--- src/bksc_pkg.sv ---
// Shared types and constants of the block keyed byte shift codec.
`default_nettype none
package bksc_pkg;

	localparam int unsigned IN_DATA_W  = 24;
	localparam int unsigned OUT_DATA_W = 8;
	localparam int unsigned CFG_IDX_W  = 2;
	localparam int unsigned CFG_DATA_W = 32;

	// Low byte of the rounds value used when the rounds register is zero.
	localparam logic [31:0] DEFAULT_ROUNDS = 32'd1;

	localparam logic [7:0]  BLK_LEN_RST    = 8'd1;
	localparam logic [4:0]  KEY_LENGTH_RST = 5'd1;
	localparam logic [31:0] ROUNDS_RST     = 32'd0;
	localparam logic        DIRECTION_RST  = 1'b0;

	localparam logic KIND_DATA = 1'b0;
	localparam logic KIND_KEY  = 1'b1;
	localparam logic DIR_ENC   = 1'b0;
	localparam logic DIR_DEC   = 1'b1;

	typedef enum logic [CFG_IDX_W-1:0] {
		REG_BLK_LEN    = 2'd0,
		REG_KEY_LENGTH = 2'd1,
		REG_ROUNDS     = 2'd2,
		REG_DIRECTION  = 2'd3
	} reg_idx_t;

	typedef struct packed {
		logic [7:0]  blk_len;
		logic [4:0]  key_length;
		logic [31:0] rounds;
		logic        direction;
	} cfg_t;

	typedef struct packed {
		logic       kind;
		logic [3:0] key_index;
		logic [7:0] key_value;
		logic [7:0] data_byte;
		logic       last;
	} in_item_t;

	typedef struct packed {
		logic [7:0] out_byte;
		logic       out_last;
		logic       mult_forced;
	} out_item_t;

endpackage
`default_nettype wire

--- src/bksc_cfg_regs.sv ---
// Configuration register file of the block keyed byte shift codec.
`default_nettype none
module bksc_cfg_regs (
	input  wire logic                            clk,
	input  wire logic                            arst_n,
	input  wire logic                            cfg_we,
	input  wire logic [bksc_pkg::CFG_IDX_W-1:0]  cfg_index,
	input  wire logic [bksc_pkg::CFG_DATA_W-1:0] cfg_data,
	output bksc_pkg::cfg_t                       cfg
);

	bksc_pkg::cfg_t cfg_q;

	always_ff @(posedge clk or negedge arst_n) begin
		if (!arst_n) begin
			cfg_q.blk_len    <= bksc_pkg::BLK_LEN_RST;
			cfg_q.key_length <= bksc_pkg::KEY_LENGTH_RST;
			cfg_q.rounds     <= bksc_pkg::ROUNDS_RST;
			cfg_q.direction  <= bksc_pkg::DIRECTION_RST;
		end else if (cfg_we) begin
			case (cfg_index)
				bksc_pkg::REG_BLK_LEN:    cfg_q.blk_len    <= cfg_data[7:0];
				bksc_pkg::REG_KEY_LENGTH: cfg_q.key_length <= cfg_data[4:0];
				bksc_pkg::REG_ROUNDS:     cfg_q.rounds     <= cfg_data[31:0];
				bksc_pkg::REG_DIRECTION:  cfg_q.direction  <= cfg_data[0];
				default: ;
			endcase
		end
	end

	assign cfg = cfg_q;

endmodule
`default_nettype wire

--- src/bksc_core.sv ---
// Key table, block and key position counters, and the per-byte shift datapath.
`default_nettype none
module bksc_core #(
	parameter int unsigned KEY_DEPTH = 16
) (
	input  wire logic               clk,
	input  wire logic               arst_n,
	input  wire logic               fire,
	input  wire bksc_pkg::in_item_t item,
	input  wire bksc_pkg::cfg_t     cfg,
	output bksc_pkg::out_item_t     result
);

	// Only 4-bit indexes ever reach the table.
	localparam int unsigned TBL_DEPTH = (KEY_DEPTH < 16) ? KEY_DEPTH : 16;
	localparam int unsigned TBL_AW    = (TBL_DEPTH > 1) ? $clog2(TBL_DEPTH) : 1;
	localparam logic [7:0]  KDEPTH8   = 8'(KEY_DEPTH);

	logic [7:0] key_table_q [TBL_DEPTH];
	logic [7:0] byte_in_block_q;
	logic [3:0] key_pos_q;

	logic [7:0]  klen;
	logic [7:0]  bsize;
	logic [3:0]  pos;
	logic [7:0]  mult;
	logic        clamped;
	logic [7:0]  key_byte;
	logic [15:0] product;
	logic [7:0]  shift;
	logic [8:0]  cnt;
	logic [4:0]  pos_inc;
	logic [7:0]  bib_nxt;
	logic [3:0]  pos_nxt;

	always_comb begin
		klen = (cfg.key_length == 5'd0) ? 8'd1 : {3'b000, cfg.key_length};
		if (klen > KDEPTH8) klen = KDEPTH8;
		bsize = (cfg.blk_len == 8'd0) ? 8'd1 : cfg.blk_len;

		pos = ({4'b0000, key_pos_q} >= klen) ? 4'd0 : key_pos_q;

		mult = (cfg.rounds == 32'd0) ? bksc_pkg::DEFAULT_ROUNDS[7:0] : cfg.rounds[7:0];
		clamped = (mult == 8'd0);
		if (clamped) mult = 8'd1;

		key_byte = key_table_q[pos[TBL_AW-1:0]];
		product  = key_byte * mult;
		shift    = product[7:0];

		result.out_byte = (cfg.direction == bksc_pkg::DIR_DEC) ? item.data_byte - shift
		                                                       : item.data_byte + shift;
		result.out_last    = item.last;
		result.mult_forced = clamped;

		cnt     = {1'b0, byte_in_block_q} + 9'd1;
		pos_inc = {1'b0, pos} + 5'd1;
		if (item.last) begin
			bib_nxt = 8'd0;
			pos_nxt = 4'd0;
		end else if (cnt >= {1'b0, bsize}) begin
			bib_nxt = 8'd0;
			pos_nxt = ({3'b000, pos_inc} >= klen) ? 4'd0 : pos_inc[3:0];
		end else begin
			bib_nxt = cnt[7:0];
			pos_nxt = pos;
		end
	end

	always_ff @(posedge clk or negedge arst_n) begin
		if (!arst_n) begin
			byte_in_block_q <= 8'd0;
			key_pos_q       <= 4'd0;
		end else if (fire && item.kind == bksc_pkg::KIND_DATA) begin
			byte_in_block_q <= bib_nxt;
			key_pos_q       <= pos_nxt;
		end
	end

	// Table contents are undefined until written: no reset.
	always_ff @(posedge clk) begin
		if (fire && item.kind == bksc_pkg::KIND_KEY &&
		    {4'b0000, item.key_index} < KDEPTH8) begin
			key_table_q[item.key_index[TBL_AW-1:0]] <= item.key_value;
		end
	end

endmodule
`default_nettype wire

--- src/block_keyed_byte_shift_codec_unit.sv ---
// Top level of the block keyed byte shift codec: stream ports, input and result registers.
// Usage:
//  - Items enter on the s_ stream: s_tuser is the kind (0 data byte, 1 key table write),
//    s_tlast marks the final byte of a message, s_tdata carries index, key and data.
//  - Each data byte yields one result item on the m_ stream; key writes yield none.
//  - Configuration (block size, key length, rounds, direction) is written through
//    cfg_we / cfg_index / cfg_data while no item is in flight.
// Path: an accepted data byte waits in the input register until it fires; the core
//   then loads its result into the result register, which drives m_tvalid until
//   the receiver takes it.
// Throughput: one item per cycle unless the receiver stalls, set by the single input
//   register feeding table read, 8x8 multiply and add/subtract before the result register.
// Key writes take effect for the very next data byte.
// Reset clears both positions and all valid flags and returns the configuration to
//   its reset values; key table entries stay undefined until written.
// When the receiver stalls, the result register holds; the input register still
//   takes one item, and a key write in it proceeds since it needs no output slot.
`default_nettype none
module block_keyed_byte_shift_codec_unit #(
	parameter int unsigned KEY_DEPTH = 16
) (
	input  wire logic                            clk,
	input  wire logic                            arst_n,
	// s_tdata: key_index[3:0], key_value[11:4], data_byte[19:12], zero pad[23:20]
	input  wire logic [bksc_pkg::IN_DATA_W-1:0]  s_tdata,
	// s_tuser: kind[0]
	input  wire logic                            s_tuser,
	input  wire logic                            s_tlast,
	input  wire logic                            s_tvalid,
	output logic                                 s_tready,
	// m_tdata: out_byte[7:0]
	output logic [bksc_pkg::OUT_DATA_W-1:0]      m_tdata,
	// m_tuser: multiplier forced to one [0]
	output logic                                 m_tuser,
	output logic                                 m_tlast,
	output logic                                 m_tvalid,
	input  wire logic                            m_tready,
	input  wire logic                            cfg_we,
	input  wire logic [bksc_pkg::CFG_IDX_W-1:0]  cfg_index,
	input  wire logic [bksc_pkg::CFG_DATA_W-1:0] cfg_data
);

	bksc_pkg::cfg_t      cfg;
	bksc_pkg::in_item_t  item_s1;
	bksc_pkg::out_item_t res_comb;
	bksc_pkg::out_item_t res_s2;
	logic                valid_s1;
	logic                valid_s2;
	logic                out_free;
	logic                fire;

	// Output slot is free when empty or being drained this cycle.
	assign out_free = !valid_s2 || m_tready;
	// Key writes leave the input register without needing the output slot.
	assign fire     = valid_s1 && (item_s1.kind == bksc_pkg::KIND_KEY || out_free);
	assign s_tready = !valid_s1 || fire;

	bksc_cfg_regs u_cfg (
		.clk       (clk),
		.arst_n    (arst_n),
		.cfg_we    (cfg_we),
		.cfg_index (cfg_index),
		.cfg_data  (cfg_data),
		.cfg       (cfg)
	);

	bksc_core #(
		.KEY_DEPTH (KEY_DEPTH)
	) u_core (
		.clk    (clk),
		.arst_n (arst_n),
		.fire   (fire),
		.item   (item_s1),
		.cfg    (cfg),
		.result (res_comb)
	);

	// Input register.
	always_ff @(posedge clk or negedge arst_n) begin
		if (!arst_n) begin
			valid_s1 <= 1'b0;
		end else if (s_tready) begin
			valid_s1 <= s_tvalid;
		end
	end

	always_ff @(posedge clk) begin
		if (s_tready && s_tvalid) begin
			item_s1.kind      <= s_tuser;
			item_s1.key_index <= s_tdata[3:0];
			item_s1.key_value <= s_tdata[11:4];
			item_s1.data_byte <= s_tdata[19:12];
			item_s1.last      <= s_tlast;
		end
	end

	// Result register.
	always_ff @(posedge clk or negedge arst_n) begin
		if (!arst_n) begin
			valid_s2 <= 1'b0;
		end else if (out_free) begin
			valid_s2 <= fire && item_s1.kind == bksc_pkg::KIND_DATA;
		end
	end

	always_ff @(posedge clk) begin
		if (out_free && fire && item_s1.kind == bksc_pkg::KIND_DATA) begin
			res_s2 <= res_comb;
		end
	end

	assign m_tvalid = valid_s2;
	assign m_tdata  = res_s2.out_byte;
	assign m_tlast  = res_s2.out_last;
	assign m_tuser  = res_s2.mult_forced;

endmodule
`default_nettype wire
--- config.mk ---
export PLATFORM = sky130hd
export DESIGN_NAME = block_keyed_byte_shift_codec_unit
export DESIGN_NICKNAME = d
export VERILOG_FILES = /design/src/bksc_pkg.sv /design/src/bksc_cfg_regs.sv /design/src/bksc_core.sv /design/src/block_keyed_byte_shift_codec_unit.sv
export SDC_FILE = /design/constraint.sdc
export NUM_CORES = 1
export LEC_CHECK = 0
export BUFFER_PORTS_ARGS = -buffer_cell sky130_fd_sc_hd__buf_2
export CAP_MARGIN = 20
export CELL_PAD_IN_SITES_DETAIL_PLACEMENT = 0
export CELL_PAD_IN_SITES_GLOBAL_PLACEMENT = 1
export CORE_ASPECT_RATIO = 1.25
export CORE_MARGIN = 10
export CORE_UTILIZATION = 54
export DETAILED_ROUTE_END_ITERATION = 7
export GPL_TIMING_DRIVEN = 1
export PLACE_DENSITY_LB_ADDON = 0.1
export SLEW_MARGIN = 5
export SYNTH_ARGS = -nofsm -noshare
export SYNTH_HDL_FRONTEND = slang
export SYNTH_HIERARCHICAL = 1
export SYNTH_SLANG_ARGS = --single-unit
export TNS_END_PERCENT = 5
--- constraint.sdc ---
create_clock -name clk -period 20.3 [get_ports clk]
set_clock_uncertainty 0.2 [all_clocks]
set_input_delay 2.03 -clock clk [delete_from_list [all_inputs] [get_ports clk]]
set_output_delay 2.03 -clock clk [all_outputs]
set_load 0.02 [all_outputs]
# [Word-level counts from Yosys, hierarchy flattened]
# Memory sizes are Yosys's and may differ from the RTL's.
# Cells that the tools add are included.
[totals] register_bits=92 mem_count=1 ram_bits=128
[memory_table] memory="u_core.key_table_q" depth=16 width=8 read_ports=1 rd_clocked_by_memory_dff=0 write_ports=1 line="bksc_core.sv:19" source="logic [7:0] key_table_q [TBL_DEPTH];"
[op_classes] eq_ne=3 mux=14 reduce_logical=20 addsub=4 magnitude_cmp=4 bitwise_logic=1 n_mul=1
[op_table] cell="$mux W8" n=7
[op_table] cell="$logic_not A32 Y1" n=1
[op_table] cell="$logic_not A8 Y1" n=2
[op_table] cell="$mux W4" n=4
[op_table] cell="$add A8 B1 Y9 const B" n=1
[op_table] cell="$ge A9 B8 Y1" n=1
[op_table] cell="$add A8 B8 Y8" n=1
[op_table] cell="$ge A4 B8 Y1" n=1
[op_table] cell="$ge A5 B8 Y1" n=1
[op_table] cell="$gt A8 B5 Y1 const B" n=1
[op_table] cell="$mul A8 B8 Y8" n=1
[op_table] cell="$reduce_and A2 Y1" n=4
[op_table] cell="$sub A8 B8 Y8" n=1
[op_table] cell="$logic_and A1 B1 Y1" n=6
[op_table] cell="$add A4 B1 Y5 const B" n=1
[op_table] cell="$logic_not A5 Y1" n=1
[op_table] cell="$mux W5" n=1
[op_table] cell="$eq A2 B2 Y1 const B" n=2
[op_table] cell="$logic_or A1 B1 Y1" n=3
[op_table] cell="$eq A2 B1 Y1 const B" n=1
[op_table] cell="$logic_not A1 Y1" n=2
[op_table] cell="$logic_not A2 Y1" n=1
[op_table] cell="$mux W1" n=2
[op_table] cell="$not A1 Y1" n=1

# [Logic depth before layout (Yosys ltp)]
[logic_depth] depth_word=11 ltp_mapped=33 ltp_nobuf=32

# [Modules after synthesis]
# The synthesis kept the hierarchy.
[by_module_without_submodules] mod="bksc_core" cells_each=656 n_inst=1 seq_area_each_um2=4144.0 area_each_um2=7933.9
[by_module_without_submodules] mod="bksc_cfg_regs" cells_each=99 n_inst=1 seq_area_each_um2=1153.6 area_each_um2=1756.7
[by_module_without_submodules] mod="block_keyed_byte_shift_codec_unit" cells_each=43 n_inst=1 seq_area_each_um2=1011.0 area_each_um2=1069.8

# [Least setup slack after synthesis]
# OpenSTA, ideal clock, no wires.
[synth_path] kind="reg-to-reg" start="register u_core.key_pos_q[0]" end="register res_s2, in the netlist m_tdata[7], data pin" arrival_time_ps=6696 period_less_slack_ps=7164 setup_time_ps=268 n_path_buf=4 path_slack_ps=13136 stages_incl_launch_ff=31 path_cell_list="dfrtp_1 clkbuf_2 inv_1 clkbuf_1 ha_1 nand2b_4 a211o_1 buf_6 a21boi_2 buf_2 mux4_2 a21boi_0 o21ai_0 and2_1 fa_1 ha_1 ha_1 inv_1 fa_1 inv_1 ha_1 xnor2_1 xnor2_1 ha_1 or2_2 a21oi_1 a21oi_1 xnor2_1 xnor2_1 xnor2_1 xnor3_1"
[synth_lines] item="start, declared" line="bksc_core.sv:21" source="logic [3:0] key_pos_q;"
[synth_lines] item="start signal, assigned" line="bksc_core.sv:76" source="key_pos_q <= pos_nxt;"
[synth_lines] item="end signal, assigned" line="block_keyed_byte_shift_codec_unit.sv:108" source="res_s2 <= res_comb;"
[synth_lines] item="end, declared" line="block_keyed_byte_shift_codec_unit.sv:46" source="bksc_pkg::out_item_t res_s2;"

==> flow_summary.json <==
{
  "grt_pass1_wl_um": 39000,
  "setup_viol": 0,
  "dr.pass1.iters": 5,
  "yosysTopAreaCell": "edfxtp_1",
  "cts.htree.levels": 1,
  "clk_pin_slew_ns": 0.06,
  "critPathMaxFanout": 60,
  "fmax_ghz": 0.110,
  "cts_tree": "yes",
  "hpwl_um": 17300,
  "grt-ovfl-total": 0,
  "p_int_w": 0.00103,
  "ant_nets": 0,
  "grt_start_max_net_pins": 61,
  "fp.dieH_um": 178,
  "clk-insertion-delay-late_ns": 0.51,
  "drive_above_1_share_pct": 21.9,
  "cts_inserted_buffers": 23,
  "preCtsSetupSlack_ns": 11.28,
  "drv_slew": 0,
  "layout_setup_ws_ns": 11.24,
  "yosysWarnings": 6,
  "swShare_pct": 29.5,
  "postCtsResizedCells": 0,
  "async_reset_ff_share_pct": 27.3,
  "hold_viol": 0,
  "grt_pass1_vias": 7024,
  "critPathArrivalTime_ns": 9.10,
  "worstSetupPathType": "register to register",
  "vdd_drop_max_mv": 0.0959,
  "dr_total_vias": 6734,
  "power_frac_comb_pct": 32.7,
  "synthFlopType": "edfxtp_1",
  "yosysUniqueCellTypes": 82,
  "finalWirelength_um": 24300,
  "clockBufferDepth": 3,
  "postCtsSetupBuffers": 0,
  "yosys-top-cells-area": "edfxtp_1 (45%), dfrtp_1 (13%), mux2_2 (5.4%)",
  "synthCells": 798,
  "wl_per_cell_um": 21.0,
  "fin_tns_setup_ns": 0,
  "drc_errors": 0,
  "synth_edf_count": 160,
  "outcome": "finished clean",
  "start_util_pct": 55.1,
  "nets": 998,
  "end_kind": "register",
  "first_iter_violations": 543,
  "p_clk_share_pct": 28.9,
  "hold_path.class": "register to register",
  "rsz0062_at_grt": "false",
  "cts_root_buf": "clkbuf_16",
  "clock-sinks": 220,
  "n_antenna_cell": 0,
  "final.fill_count": 1560,
  "ios": 77,
  "cts_hold_buf": 0,
  "seq_power_share_pct": 38.3,
  "required_ns": 20.34,
  "rows": 57,
  "worst_pin_slew_ns": 1.01,
  "ys_seq_area_share_pct": 58.6,
  "fin_crit_sh_pct": 44.6,
  "synth.cell_area_um2": 10800,
  "postSynthAreaPerCell_um2": 13.5,
  "ys_ff_latch": 220,
  "antenna_found_initial": 0,
  "globalplace.congestion": 0.840,
  "yosysTopAreaCellShare_pct": 44.7,
  "cap_violations": 0,
  "synth_nets": 919,
  "via_per_inst": 5.82,
  "core_area_um2": 19500,
  "p_per_area_nw_per_um2": 120,
  "grt_usage_pct": 18.7,
  "area_growth_pct": 12.8,
  "p_leak_nw": 4.74,
  "p_switching_w": 0.000430,
  "port_buffers": 72,
  "finalCriticalPeriod_ns": 9.06,
  "die-area_um2": 26000,
  "max_slew_margin_pct": 32.5,
  "start_kind": "register",
  "fp.dieW_um": 146
}
-- worst max-delay path, stage by stage (launching register included) --
cell and delay [ns]:
dfrtp_2 0.34, buf_4 0.58, inv_1 0.48, ha_1 0.41
nand2b_4 0.14, a211o_1 0.46, a21oi_2 0.70, nand2_1 0.40
a21oi_1 0.42, o32ai_2 0.21, and2_1 0.21, fa_1 0.45
ha_1 0.31, ha_1 0.28, inv_1 0.05, fa_1 0.52
inv_1 0.04, ha_1 0.32, xnor2_1 0.25, xnor2_1 0.16
ha_1 0.29, or2_2 0.28, a21oi_1 0.14, a21oi_1 0.08
xnor2_1 0.25, xnor2_1 0.17, xnor2_1 0.16, xnor3_1 0.35
-- layout make-up --
type                       count  area (um2)  share of cell area (%)
sequential                   220        6310                    52.0
inverter                      48         180                    1.48
tap                          265         332                    2.73
multi-input combinational    500        4110                    33.8
clock buffer                  27         591                    4.86
clock inverter                13         169                    1.39
timing repair buffer          84         454                    3.74
-- layout by cell type, fill, tap and decap left out, types with 11 or more instances in the layout --
cell / n
edfxtp_1: 160
buf_2: 72
dfrtp_1: 57
mux2_2: 52
nand2_1: 48
inv_1: 46
ha_1: 43
nor2_1: 39
a21oi_1: 34
clkbuf_16: 23
mux2i_1: 20
xnor2_1: 19
and2_1: 18
o21ai_0: 15
nand3_1: 14
nand2b_1: 13
fa_1: 13
nor3_1: 12
xor2_1: 12
a21o_1: 12
buf_4: 11
-- metrics by stage --
stage | area (um2) | std cells | utilization, % | hold slack (ns) | total power [W]
after global placement | 11400 | 1115 | 58.2 | 0.288 | 0.00104
after floorplan | 10800 | 798 | - | 0.274 | 0.000948
after detailed placement | 11400 | 1115 | 58.2 | 0.296 | 0.00105
after CTS | 12100 | 1155 | 62.0 | 0.309 | 0.00148
after global routing | 12100 | 1157 | 62.1 | 0.331 | 0.00156
final | 12100 | 1157 | 62.1 | 0.305 | 0.00146
-- cell usage after synthesis (all sizes together) (4+ instances only) --
master and n:
a211oi 9, a21o 12, a21oi 35, a31oi 9
a32o 7, and2 18, and3 4, buf 20
clkbuf 10, dfrtp 58, edfxtp 160, fa 13
ha 43, inv 46, mux2 54, mux2i 20
mux4 7, nand2 48, nand2b 14, nand3 14
nor2 40, nor2b 7, nor3 12, nor4 9
o21a 5, o21ai 20, or3 4, xnor2 19
xor2 12
-- per-layer routing --
metal / part of all wire [%] / global-route usage (%) / wire length (um) / up-vias
met5: 0 / 0 / 0 / -
met4: 1.4 / 4.09 / 334 / 0
li1: - / - / - / 3127
met2: 54 / 34.4 / 13000 / 182
met3: 4.8 / 2.96 / 1170 / 33
met1: 40 / 22.6 / 9810 / 3392
-- registers in the layout (all words and copies together), names as in the netlist --
register,cells
u_core/byte_in_block_q,8
u_core/key_pos_q,4
m_tlast,1
u_cfg/cfg,46
m_tvalid,1
item_s1,22
u_core/key_table_q,128
m_tuser,1
valid_s1,1
m_tdata,8
-- cell families after synthesis --
family | count (synthesis) | share of synthesized area (%)
simple gates | 184 | 8.85
mux | 81 | 8.98
xor+xnor | 34 | 3.15
fa+ha+maj | 56 | 7.42
flops | 220 | 58.6
buf+inv | 78 | 3.22
compound gates | 145 | 9.76
-- final timing paths --
kind	slack (ns)	start	endpoint	cells past startpoint
setup / recovery	11.24	u_core/key_pos_q[0]	m_tdata[7]	27
hold / removal	0.31	u_cfg/cfg[27]	u_cfg/cfg[27]	1
setup reg to reg	11.24	u_core/key_pos_q[0]	m_tdata[7]	27
hold reg to reg	0.31	u_cfg/cfg[27]	u_cfg/cfg[27]	1
max in group asynchronous	17.85	arst_n	u_core/key_pos_q[0]	2
min in group asynchronous	1.12	arst_n	m_tvalid	1
-- power groups by stage --
stage	sequential [W]	combinational, W	clock (W)
after floorplan	0.000568	0.000380	0
after global placement	0.000567	0.000468	0
after detailed placement	0.000569	0.000481	0
after CTS	0.000560	0.000484	0.000432
after global routing	0.000564	0.000539	0.000452
final	0.000560	0.000478	0.000423
(Power assumes the default switching activity.)
